**src/scoo_pkg.sv**
```systemverilog
// ----------------------------------------------------------------------------
// scoo_pkg
// Shared types and constants of the sorted sparse coordinate-list merge block.
// ----------------------------------------------------------------------------
package scoo_pkg;

    localparam int DEFAULT_FIFO_DEPTH = 16;

    localparam int ROW_W   = 16;
    localparam int COL_W   = 16;
    localparam int VALUE_W = 32;
    localparam int NCOL_W  = 17;
    localparam int ENTRY_W = ROW_W + COL_W + VALUE_W;
    localparam int PROD_W  = ROW_W + NCOL_W;
    localparam int KEY_W   = PROD_W + 1;

    localparam logic [NCOL_W-1:0] NUM_COLS_RESET = 17'h10000;

    // Input item codes
    localparam logic [1:0] FUNC_FIRST_ENTRY  = 2'd0;
    localparam logic [1:0] FUNC_SECOND_ENTRY = 2'd1;
    localparam logic [1:0] FUNC_FIRST_END    = 2'd2;
    localparam logic [1:0] FUNC_SECOND_END   = 2'd3;

    typedef enum logic [2:0] {
        ST_IDLE,
        ST_APPLY,
        ST_READ,
        ST_MUL,
        ST_DECIDE
    } t_state;

    // Controller to datapath
    typedef struct packed {
        logic latch;      // capture the accepted input item
        logic apply;      // store the entry or set the end flag
        logic emit_drop;  // load a drop notice into the output register
        logic pop_emit;   // emit the merged head and pop its FIFO(s)
        logic notice;     // emit the empty-merge notice
    } t_dp_cmd;

    // Datapath to controller
    typedef struct packed {
        logic drop;          // latched entry cannot be stored
        logic out_free;      // output register can take a result
        logic decidable;     // a merged entry may be emitted now
        logic empty_notice;  // both lists ended with nothing pending
    } t_dp_status;

endpackage

```
**src/sparse_coo_sorted_merge_add_core.sv**
```systemverilog
// ----------------------------------------------------------------------------
// sparse_coo_sorted_merge_add_core
// Merge of two sorted sparse coordinate lists into one sorted sum list.
// ----------------------------------------------------------------------------
// Items of two coordinate lists, each sorted by the key row*num_cols+col, and
// one end marker per list arrive on the input channel, tagged by i_func. Each
// entry waits in a FIFO of its own side (FIFO_DEPTH entries, block RAM with
// registered read). The block then emits, one result per transfer, the smaller
// of the two FIFO heads; equal keys give one entry whose value is the wrapping
// 32-bit sum, with the first list's coordinates. An entry is held back until it
// is known whether it is the final one; the final entry carries o_last and
// re-arms the block for a new merge. Two end markers with nothing pending give
// one non-entry result with o_last set. An entry that finds its FIFO full, or
// its list already ended, is not stored and comes back as a drop notice
// (o_dropped, coordinates and value echoed).
// Timing: one item is taken at a time. Accepting and storing an item are
// separate steps; each merged result then passes RAM head read, key multiply,
// and compare and emit, and one closing pass finds nothing more to emit or
// emits the empty-merge notice. The emit step waits while the output stalls.
// A drop notice is loaded in place of the store step, with no merge pass, once
// the output register is free. num_cols may be written through i_cfg_we at
// any idle time; it resets to 65536.
// ----------------------------------------------------------------------------
module sparse_coo_sorted_merge_add_core
    import scoo_pkg::*;
#(
    parameter int FIFO_DEPTH = DEFAULT_FIFO_DEPTH
) (
    input  logic                      i_clk,
    input  logic                      i_rst_n,
    // configuration
    input  logic                      i_cfg_we,
    input  logic [NCOL_W-1:0]         i_cfg_data,
    // input channel
    input  logic                      i_in_valid,
    output logic                      o_in_ready,
    input  logic [1:0]                i_func,
    input  logic [ROW_W-1:0]          i_row,
    input  logic [COL_W-1:0]          i_col,
    input  logic signed [VALUE_W-1:0] i_value,
    // result channel
    output logic                      o_out_valid,
    input  logic                      i_out_ready,
    output logic [ROW_W-1:0]          o_out_row,
    output logic [COL_W-1:0]          o_out_col,
    output logic signed [VALUE_W-1:0] o_out_value,
    output logic                      o_is_entry,
    output logic                      o_last,
    output logic                      o_dropped
);

    t_dp_cmd    cmd;
    t_dp_status status;

    // sequencer: accept, apply, then step the merge until nothing is decidable
    scoo_ctrl u_ctrl (
        .i_clk      (i_clk),
        .i_rst_n    (i_rst_n),
        .i_in_valid (i_in_valid),
        .o_in_ready (o_in_ready),
        .i_status   (status),
        .o_cmd      (cmd)
    );

    // FIFOs, key compare and the output register that holds each transfer
    scoo_dp #(.FIFO_DEPTH(FIFO_DEPTH)) u_dp (
        .i_clk       (i_clk),
        .i_rst_n     (i_rst_n),
        .i_cfg_we    (i_cfg_we),
        .i_cfg_data  (i_cfg_data),
        .i_func      (i_func),
        .i_row       (i_row),
        .i_col       (i_col),
        .i_value     (i_value),
        .i_cmd       (cmd),
        .o_status    (status),
        .i_out_ready (i_out_ready),
        .o_out_valid (o_out_valid),
        .o_out_row   (o_out_row),
        .o_out_col   (o_out_col),
        .o_out_value (o_out_value),
        .o_is_entry  (o_is_entry),
        .o_last      (o_last),
        .o_dropped   (o_dropped)
    );

endmodule

```
**src/scoo_ram.sv**
```systemverilog
// ----------------------------------------------------------------------------
// scoo_ram
// Simple dual-port RAM: one write port, one read port with registered data.
// ----------------------------------------------------------------------------
module scoo_ram #(
    parameter int WIDTH = 64,
    parameter int DEPTH = 16
) (
    input  logic                     i_clk,
    input  logic                     i_we,
    input  logic [$clog2(DEPTH)-1:0] i_waddr,
    input  logic [WIDTH-1:0]         i_wdata,
    input  logic [$clog2(DEPTH)-1:0] i_raddr,
    output logic [WIDTH-1:0]         o_rdata
);

    logic [WIDTH-1:0] r_mem [DEPTH];
    logic [WIDTH-1:0] r_rdata;

    always_ff @(posedge i_clk) begin
        if (i_we) begin
            r_mem[i_waddr] <= i_wdata;
        end
        r_rdata <= r_mem[i_raddr];
    end

    assign o_rdata = r_rdata;

endmodule

```
**src/scoo_ctrl.sv**
```systemverilog
// ----------------------------------------------------------------------------
// scoo_ctrl
// Sequencer: take one item, apply it, then step the merge one result at a time.
// ----------------------------------------------------------------------------
module scoo_ctrl
    import scoo_pkg::*;
(
    input  logic       i_clk,
    input  logic       i_rst_n,
    input  logic       i_in_valid,
    output logic       o_in_ready,
    input  t_dp_status i_status,
    output t_dp_cmd    o_cmd
);

    t_state r_state;
    t_state n_state;

    always_ff @(posedge i_clk) begin
        if (!i_rst_n) begin
            r_state <= ST_IDLE;
        end else begin
            r_state <= n_state;
        end
    end

    always_comb begin
        n_state    = r_state;
        o_in_ready = 1'b0;
        o_cmd      = '0;
        case (r_state)
            ST_IDLE: begin
                o_in_ready = 1'b1;
                if (i_in_valid) begin
                    o_cmd.latch = 1'b1;
                    n_state     = ST_APPLY;
                end
            end
            ST_APPLY: begin
                if (i_status.drop) begin
                    // hold until the output register frees up
                    if (i_status.out_free) begin
                        o_cmd.emit_drop = 1'b1;
                        n_state         = ST_IDLE;
                    end
                end else begin
                    o_cmd.apply = 1'b1;
                    n_state     = ST_READ;
                end
            end
            ST_READ: begin
                n_state = ST_MUL;
            end
            ST_MUL: begin
                n_state = ST_DECIDE;
            end
            ST_DECIDE: begin
                if (i_status.decidable) begin
                    if (i_status.out_free) begin
                        o_cmd.pop_emit = 1'b1;
                        n_state        = ST_READ;
                    end
                end else if (i_status.empty_notice) begin
                    if (i_status.out_free) begin
                        o_cmd.notice = 1'b1;
                        n_state      = ST_IDLE;
                    end
                end else begin
                    n_state = ST_IDLE;
                end
            end
            default: begin
                n_state = ST_IDLE;
            end
        endcase
    end

endmodule

```
**src/scoo_dp.sv**
```systemverilog
// ----------------------------------------------------------------------------
// scoo_dp
// Datapath: two entry FIFOs, key multipliers, head compare and output register.
// ----------------------------------------------------------------------------
module scoo_dp
    import scoo_pkg::*;
#(
    parameter int FIFO_DEPTH = DEFAULT_FIFO_DEPTH
) (
    input  logic                      i_clk,
    input  logic                      i_rst_n,
    input  logic                      i_cfg_we,
    input  logic [NCOL_W-1:0]         i_cfg_data,
    input  logic [1:0]                i_func,
    input  logic [ROW_W-1:0]          i_row,
    input  logic [COL_W-1:0]          i_col,
    input  logic signed [VALUE_W-1:0] i_value,
    input  t_dp_cmd                   i_cmd,
    output t_dp_status                o_status,
    input  logic                      i_out_ready,
    output logic                      o_out_valid,
    output logic [ROW_W-1:0]          o_out_row,
    output logic [COL_W-1:0]          o_out_col,
    output logic signed [VALUE_W-1:0] o_out_value,
    output logic                      o_is_entry,
    output logic                      o_last,
    output logic                      o_dropped
);

    localparam int PTR_W = $clog2(FIFO_DEPTH);
    localparam int CNT_W = $clog2(FIFO_DEPTH + 1);
    localparam int SUM_W = CNT_W + 1;
    localparam logic [PTR_W-1:0] PTR_LAST = PTR_W'(FIFO_DEPTH - 1);
    localparam logic [CNT_W-1:0] CNT_FULL = CNT_W'(FIFO_DEPTH);

    // configuration and latched input
    logic [NCOL_W-1:0]  r_num_cols;
    logic [1:0]         r_func;
    logic [ENTRY_W-1:0] r_entry;

    // FIFO control
    logic [PTR_W-1:0] r_head_a, r_head_b, r_tail_a, r_tail_b;
    logic [CNT_W-1:0] r_cnt_a, r_cnt_b;
    logic             r_end_a, r_end_b;

    logic [ENTRY_W-1:0] rd_a, rd_b;
    logic               we_a, we_b;

    // key products
    logic [PROD_W-1:0] r_prod_a, r_prod_b;
    logic [KEY_W-1:0]  key_a, key_b;

    // output register
    logic               r_out_valid;
    logic [ROW_W-1:0]   r_out_row;
    logic [COL_W-1:0]   r_out_col;
    logic [VALUE_W-1:0] r_out_value;
    logic               r_is_entry, r_last, r_dropped;

    logic               take_a, take_b, has_pick, remain_zero, both_end;
    logic [SUM_W-1:0]   total, taken;
    logic [ENTRY_W-1:0] pick;
    logic [VALUE_W-1:0] sum_value;

    function automatic logic [PTR_W-1:0] ptr_inc(input logic [PTR_W-1:0] p);
        ptr_inc = (p == PTR_LAST) ? '0 : p + 1'b1;
    endfunction

    assign we_a = i_cmd.apply && (r_func == FUNC_FIRST_ENTRY);
    assign we_b = i_cmd.apply && (r_func == FUNC_SECOND_ENTRY);

    scoo_ram #(.WIDTH(ENTRY_W), .DEPTH(FIFO_DEPTH)) u_ram_a (
        .i_clk   (i_clk),
        .i_we    (we_a),
        .i_waddr (r_tail_a),
        .i_wdata (r_entry),
        .i_raddr (r_head_a),
        .o_rdata (rd_a)
    );

    scoo_ram #(.WIDTH(ENTRY_W), .DEPTH(FIFO_DEPTH)) u_ram_b (
        .i_clk   (i_clk),
        .i_we    (we_b),
        .i_waddr (r_tail_b),
        .i_wdata (r_entry),
        .i_raddr (r_head_b),
        .o_rdata (rd_b)
    );

    // Register the row products; the heads stay put from head read to compare.
    always_ff @(posedge i_clk) begin
        r_prod_a <= PROD_W'(rd_a[ENTRY_W-1 -: ROW_W]) * PROD_W'(r_num_cols);
        r_prod_b <= PROD_W'(rd_b[ENTRY_W-1 -: ROW_W]) * PROD_W'(r_num_cols);
    end

    assign key_a = KEY_W'(r_prod_a) + KEY_W'(rd_a[VALUE_W +: COL_W]);
    assign key_b = KEY_W'(r_prod_b) + KEY_W'(rd_b[VALUE_W +: COL_W]);

    assign both_end = r_end_a && r_end_b;

    always_comb begin
        take_a = 1'b0;
        take_b = 1'b0;
        if (r_cnt_a != '0 && r_cnt_b != '0) begin
            take_a = (key_a <= key_b);
            take_b = (key_b <= key_a);
        end else if (r_cnt_a != '0 && r_end_b) begin
            take_a = 1'b1;
        end else if (r_cnt_b != '0 && r_end_a) begin
            take_b = 1'b1;
        end
    end

    assign has_pick    = take_a || take_b;
    assign total       = SUM_W'(r_cnt_a) + SUM_W'(r_cnt_b);
    assign taken       = SUM_W'(take_a) + SUM_W'(take_b);
    assign remain_zero = (total == taken);
    assign pick        = take_a ? rd_a : rd_b;
    assign sum_value   = rd_a[VALUE_W-1:0] + rd_b[VALUE_W-1:0];

    assign o_status.drop = ((r_func == FUNC_FIRST_ENTRY) && (r_end_a || r_cnt_a == CNT_FULL))
                        || ((r_func == FUNC_SECOND_ENTRY) && (r_end_b || r_cnt_b == CNT_FULL));
    assign o_status.out_free     = !r_out_valid || i_out_ready;
    assign o_status.decidable    = has_pick && (!remain_zero || both_end);
    assign o_status.empty_notice = both_end && r_cnt_a == '0 && r_cnt_b == '0;

    // control state: configuration, pointers, counts, end flags
    always_ff @(posedge i_clk) begin
        if (!i_rst_n) begin
            r_num_cols <= NUM_COLS_RESET;
            r_head_a   <= '0;
            r_head_b   <= '0;
            r_tail_a   <= '0;
            r_tail_b   <= '0;
            r_cnt_a    <= '0;
            r_cnt_b    <= '0;
            r_end_a    <= 1'b0;
            r_end_b    <= 1'b0;
            r_func     <= FUNC_FIRST_END;
        end else begin
            if (i_cfg_we) begin
                r_num_cols <= i_cfg_data;
            end
            if (i_cmd.latch) begin
                r_func <= i_func;
            end
            if (i_cmd.apply) begin
                case (r_func)
                    FUNC_FIRST_ENTRY: begin
                        r_tail_a <= ptr_inc(r_tail_a);
                        r_cnt_a  <= r_cnt_a + 1'b1;
                    end
                    FUNC_SECOND_ENTRY: begin
                        r_tail_b <= ptr_inc(r_tail_b);
                        r_cnt_b  <= r_cnt_b + 1'b1;
                    end
                    FUNC_FIRST_END: begin
                        r_end_a <= 1'b1;
                    end
                    FUNC_SECOND_END: begin
                        r_end_b <= 1'b1;
                    end
                    default: begin
                        r_end_a <= r_end_a;
                    end
                endcase
            end
            if (i_cmd.pop_emit) begin
                if (take_a) begin
                    r_head_a <= ptr_inc(r_head_a);
                    r_cnt_a  <= r_cnt_a - 1'b1;
                end
                if (take_b) begin
                    r_head_b <= ptr_inc(r_head_b);
                    r_cnt_b  <= r_cnt_b - 1'b1;
                end
                if (remain_zero) begin
                    r_end_a <= 1'b0;
                    r_end_b <= 1'b0;
                end
            end
            if (i_cmd.notice) begin
                r_end_a <= 1'b0;
                r_end_b <= 1'b0;
            end
        end
    end

    // latched payload
    always_ff @(posedge i_clk) begin
        if (i_cmd.latch) begin
            r_entry <= {i_row, i_col, i_value};
        end
    end

    // output register
    always_ff @(posedge i_clk) begin
        if (!i_rst_n) begin
            r_out_valid <= 1'b0;
        end else if (i_cmd.emit_drop || i_cmd.pop_emit || i_cmd.notice) begin
            r_out_valid <= 1'b1;
        end else if (i_out_ready) begin
            r_out_valid <= 1'b0;
        end
    end

    always_ff @(posedge i_clk) begin
        if (i_cmd.emit_drop) begin
            r_out_row   <= r_entry[ENTRY_W-1 -: ROW_W];
            r_out_col   <= r_entry[VALUE_W +: COL_W];
            r_out_value <= r_entry[VALUE_W-1:0];
            r_is_entry  <= 1'b0;
            r_last      <= 1'b0;
            r_dropped   <= 1'b1;
        end else if (i_cmd.pop_emit) begin
            r_out_row   <= pick[ENTRY_W-1 -: ROW_W];
            r_out_col   <= pick[VALUE_W +: COL_W];
            r_out_value <= (take_a && take_b) ? sum_value : pick[VALUE_W-1:0];
            r_is_entry  <= 1'b1;
            r_last      <= remain_zero;
            r_dropped   <= 1'b0;
        end else if (i_cmd.notice) begin
            r_out_row   <= '0;
            r_out_col   <= '0;
            r_out_value <= '0;
            r_is_entry  <= 1'b0;
            r_last      <= 1'b1;
            r_dropped   <= 1'b0;
        end
    end

    assign o_out_valid = r_out_valid;
    assign o_out_row   = r_out_row;
    assign o_out_col   = r_out_col;
    assign o_out_value = r_out_value;
    assign o_is_entry  = r_is_entry;
    assign o_last      = r_last;
    assign o_dropped   = r_dropped;

endmodule
```
**config.mk**
```make
export PLATFORM = sky130hd
export DESIGN_NAME = sparse_coo_sorted_merge_add_core
export DESIGN_NICKNAME = d
export VERILOG_FILES = /design/src/scoo_pkg.sv /design/src/sparse_coo_sorted_merge_add_core.sv /design/src/scoo_ram.sv /design/src/scoo_ctrl.sv /design/src/scoo_dp.sv
export SDC_FILE = /design/constraint.sdc
export NUM_CORES = 2
export LEC_CHECK = 0
export ABC_AREA = 1
export BUFFER_PORTS_ARGS = -buffer_cell sky130_fd_sc_hd__buf_4
export CAP_MARGIN = 40
export CORE_MARGIN = 3
export CORE_UTILIZATION = 65
export DETAILED_ROUTE_END_ITERATION = 7
export PLACE_DENSITY_LB_ADDON = 0.1
export SLEW_MARGIN = 20
export SYNTH_ARGS = -nofsm -noshare
export SYNTH_HDL_FRONTEND = slang
export SYNTH_HIERARCHICAL = 1
export SYNTH_SLANG_ARGS = --single-unit
```
**constraint.sdc**
```tcl
create_clock -name i_clk -period 16.8 [get_ports i_clk]
set_input_delay 2.52 -clock i_clk [delete_from_list [all_inputs] [get_ports i_clk]]
set_output_delay 2.52 -clock i_clk [all_outputs]
set_load 0.01 [all_outputs]
```
==> results by group <==
Outcome
  • Status: finished, violations left
  • Failing checks: design-rule violations

Route
  • Antenna Violating Nets Remaining: 0
  • DRC: 3
  • Drt pass-1 iters: 8
  • Wire per inst: 23.9 um
  • Vias/cell: 5.86
  • First DRT Iteration DRCs: 11,535
  • Routed wire length: 371 mm
  • Vias: around 91,000

GRT
  • Largest net degree at the start of global routing: 233
  • Total gr overflow: 0
  • Vias in the first global route: between 80,000 and 90,000
  • Initial antenna violation count: 10
  • Overall global routing resource usage: 0.374
  • First-pass GRT wire length: 547 mm

Cells and area
  • Layout area overhead: 9.90%
  • Commonest non-fill, non-tap cell in the layout: nand2_1
  • Layout cells sized above 1: 0.0661
  • Nets: 13,648
  • Final instance area: 136,000 sq um
  • Commonest cells after routing, fill and taps aside: nand2_1, inv_1, edfxtp_1

Floorplanning
  • Die Y: 443 um
  • Die area: ~200,000 sq um
  • Initial Util: 0.657
  • FP Rows: 159
  • Chip Width: 443 um
  • Core Area: 189,000 sq um
  • # IOs: 157

Placement
  • GPL Wtd Cong: 0.954
  • DP HPWL: 230 mm
  • Area after DPL: 128,000 sq um
  • Buffers on Ports: approximately 160

Clock tree
  • CTS Buf Count: 232
  • Clk_lat worst skew: about 0.93 ns
  • Postcts setup bufs: 0
  • Post-CTS Resized: 0
  • H-tree levels: 4
  • # hold bufs at CTS: 0
  • Clock sinks: 2,424
  • Clk slew on worst S/H paths: 0.06 ns
  • CTS tree: yes
  • Bufs on Longest Clock Path: 3
  • Clock root buffer: clkbuf_16

Yosys
  • Post-synthesis compound-gate area fraction: 0.0205
  • Post-synthesis cell type count: 59
  • Post-synthesis mux area share: 0
  • Largest family of logic cells by synthesized area: simple AND/OR/NAND/NOR gates
  • Syn Std Cell Area: 124,000 sq um
  • FF+latch count, synth: 2,424
  • Yosys top cell area share: 0.527
  • Mapped Avg Cell Area: between 9 and 10 sq um
  • Top cells by area, synth: edfxtp_1, nand2_1, inv_1
  • Async set-or-reset flop fraction in the synthesized netlist: 0
  • Synth warn: 6
  • EDFF count, synth: 2,176
  • Post-synthesis cell count: 12,761
  • Cell taking the most area after synthesis: edfxtp_1
  • Seq/Total Area, Yosys: 0.567
  • Main flop type after synthesis: edfxtp_1
  • Post-Synth Adder-Cell Area: 0.100
  • Post-synthesis simple-gate area fraction: 0.200
  • Mapped Nets: approximately 14,000
  • XOR/XNOR Fraction of Synth Area: 0.00961

Hold path
  • Hold Crit Class: flop to flop

Worst setup path
  • Crit start category: flop
  • Crit-path max FO: 58
  • Slowest CP cell: nand2_4
  • Worst Setup End Kind: flop
  • Setup CP Type: flop to flop
  • Worst Path Arrival: 9.69 ns
  • Max incr delay on CP: 0.79 ns
  • CP Data Required Time: 17.53 ns

STA
  • Final Setup Violations: 0
  • Fin Clk Skew: 0.0931 ns
  • Hold Vio Cnt, Final: 0
  • Worst rel slew slack: 0.218
  • Crit share post-route: 0.533
  • Fmax: 0.112 GHz
  • Fin. max-slew vios: 0
  • Worst-Margin Slew: 1.17 ns
  • Setup tns final: 0 ns
  • Period minus WS final: 8.96 ns
  • Smallest hold slack: 0.520 ns
  • RSZ-0062 raised after global routing: false

Power and ir drop
  • PwrDens: 112 nW/um^2
  • Leak pwr: between 0.06 and 0.07 uW
  • Worst ir drop on vdd: 0.000123 V

Run
  • Max-Cap Viols: 0
==> critical path: cells and delay by family (launching register included) <==
kind / cells / cell delay [ns]
flops: 1 / 0.35
simple gates: 13 / 3.09
fa+ha+maj: 4 / 1.13
compound gates: 7 / 1.83
xor+xnor: 1 / 0.22
buf+inv: 10 / 2.09
==> sequential cells by signal, indices dropped and copies added (netlist names), 2 cells and up <==
signal and count:
u_dp/u_ram_a/r_mem 1024, u_dp/u_ram_b/r_mem 1024, u_dp/r_entry 64, u_dp/u_ram_a/o_rdata 64
u_dp/u_ram_b/o_rdata 64, u_dp/r_prod_a 33, u_dp/r_prod_b 33, u_dp/o_out_value 32
u_dp/r_num_cols 17, u_dp/o_out_col 16, u_dp/o_out_row 16, u_dp/r_cnt_a 5
u_dp/r_cnt_b 5, u_dp/r_head_a 4, u_dp/r_head_b 4, u_dp/r_tail_a 4
u_dp/r_tail_b 4, u_ctrl/r_state 3, u_dp/r_func 2
==> cells by family (layout without fill, tap and decap cells) <==
family                   after synthesis  in the layout
AO/OA/AOI/OAI                        458            458
XOR/XNOR                             136            136
adder cells (fa/ha/maj)              742            742
buffers and inverters               3079           3346
flip-flops                          2424           2424
other                                  0              6
AND/OR/NAND/NOR                     5922           5922
==> metal layers <==
metal / track usage / part of all wire / vias to the layer above
li1: - / - / 40595
met1: 0.482 / 0.36 / 43449
met2: 0.602 / 0.47 / 5825
met3: 0.0694 / 0.11 / 1191
met4: 0.214 / 0.066 / 8
met5: 0 / 0.00012 / -
==> metrics by stage <==
step | instances | power [uW] | setup WS [ns] | util
floorplan | 12761 | 8920 | 9.14 | -
global placement | 14972 | 10100 | 7.55 | 0.670
detailed placement | 15055 | 10200 | 7.82 | 0.679
CTS | 15499 | 15300 | 7.66 | 0.720
global route | 15525 | 15900 | 7.32 | 0.722
finish | 15529 | 15300 | 7.84 | 0.722
==> cell usage after synthesis (97+ instances only) <==
master and count:
a21oi_1 183, buf_2 242, buf_6 97, clkbuf_1 191, dfxtp_1 248, edfxtp_1 2176
fa_1 420, ha_1 322, inv_1 2463, nand2_1 3781, nand3_1 1731, nor2_1 283
o21ai_0 139
==> where the power goes <==
part / total, uW / internal (uW) / switching, uW
Clock: 5230 / 2900 / 2330
Sequential: 6800 / 6710 / 94.5
Combinational: 3230 / 1060 / 2170
Total: 15300 / 10700 / 4590
==> path summary, 6_finish.rpt <==
kind / from / to / slack [ns] / cells past startpoint
worst max-delay path: u_dp/u_ram_a/o_rdata[32]$_DFF_P_ / u_dp/o_out_col[2]$_DFFE_PP_ / 7.84 / 35
worst min-delay path: u_dp/r_end_b$_SDFF_PP0_ / u_dp/r_end_b$_SDFF_PP0_ / 0.52 / 2
worst max register to register: u_dp/u_ram_a/o_rdata[32]$_DFF_P_ / u_dp/o_out_col[2]$_DFFE_PP_ / 7.84 / 35
worst min register to register: u_dp/r_end_b$_SDFF_PP0_ / u_dp/r_end_b$_SDFF_PP0_ / 0.52 / 2
==> cell type report <==
| class | count | area (sq um) |
|---|---|---|
| multi-input combinational | 7258 | 41200 |
| clock inverter | 129 | 1300 |
| inverter | 2479 | 9370 |
| sequential | 2424 | 70300 |
| timing repair buffer | 423 | 4570 |
| clock buffer | 315 | 6360 |
| antenna | 6 | 15.0 |
| tap | 2495 | 3120 |
| fill | 12977 | 52300 |
(Power assumes the default switching activity.)
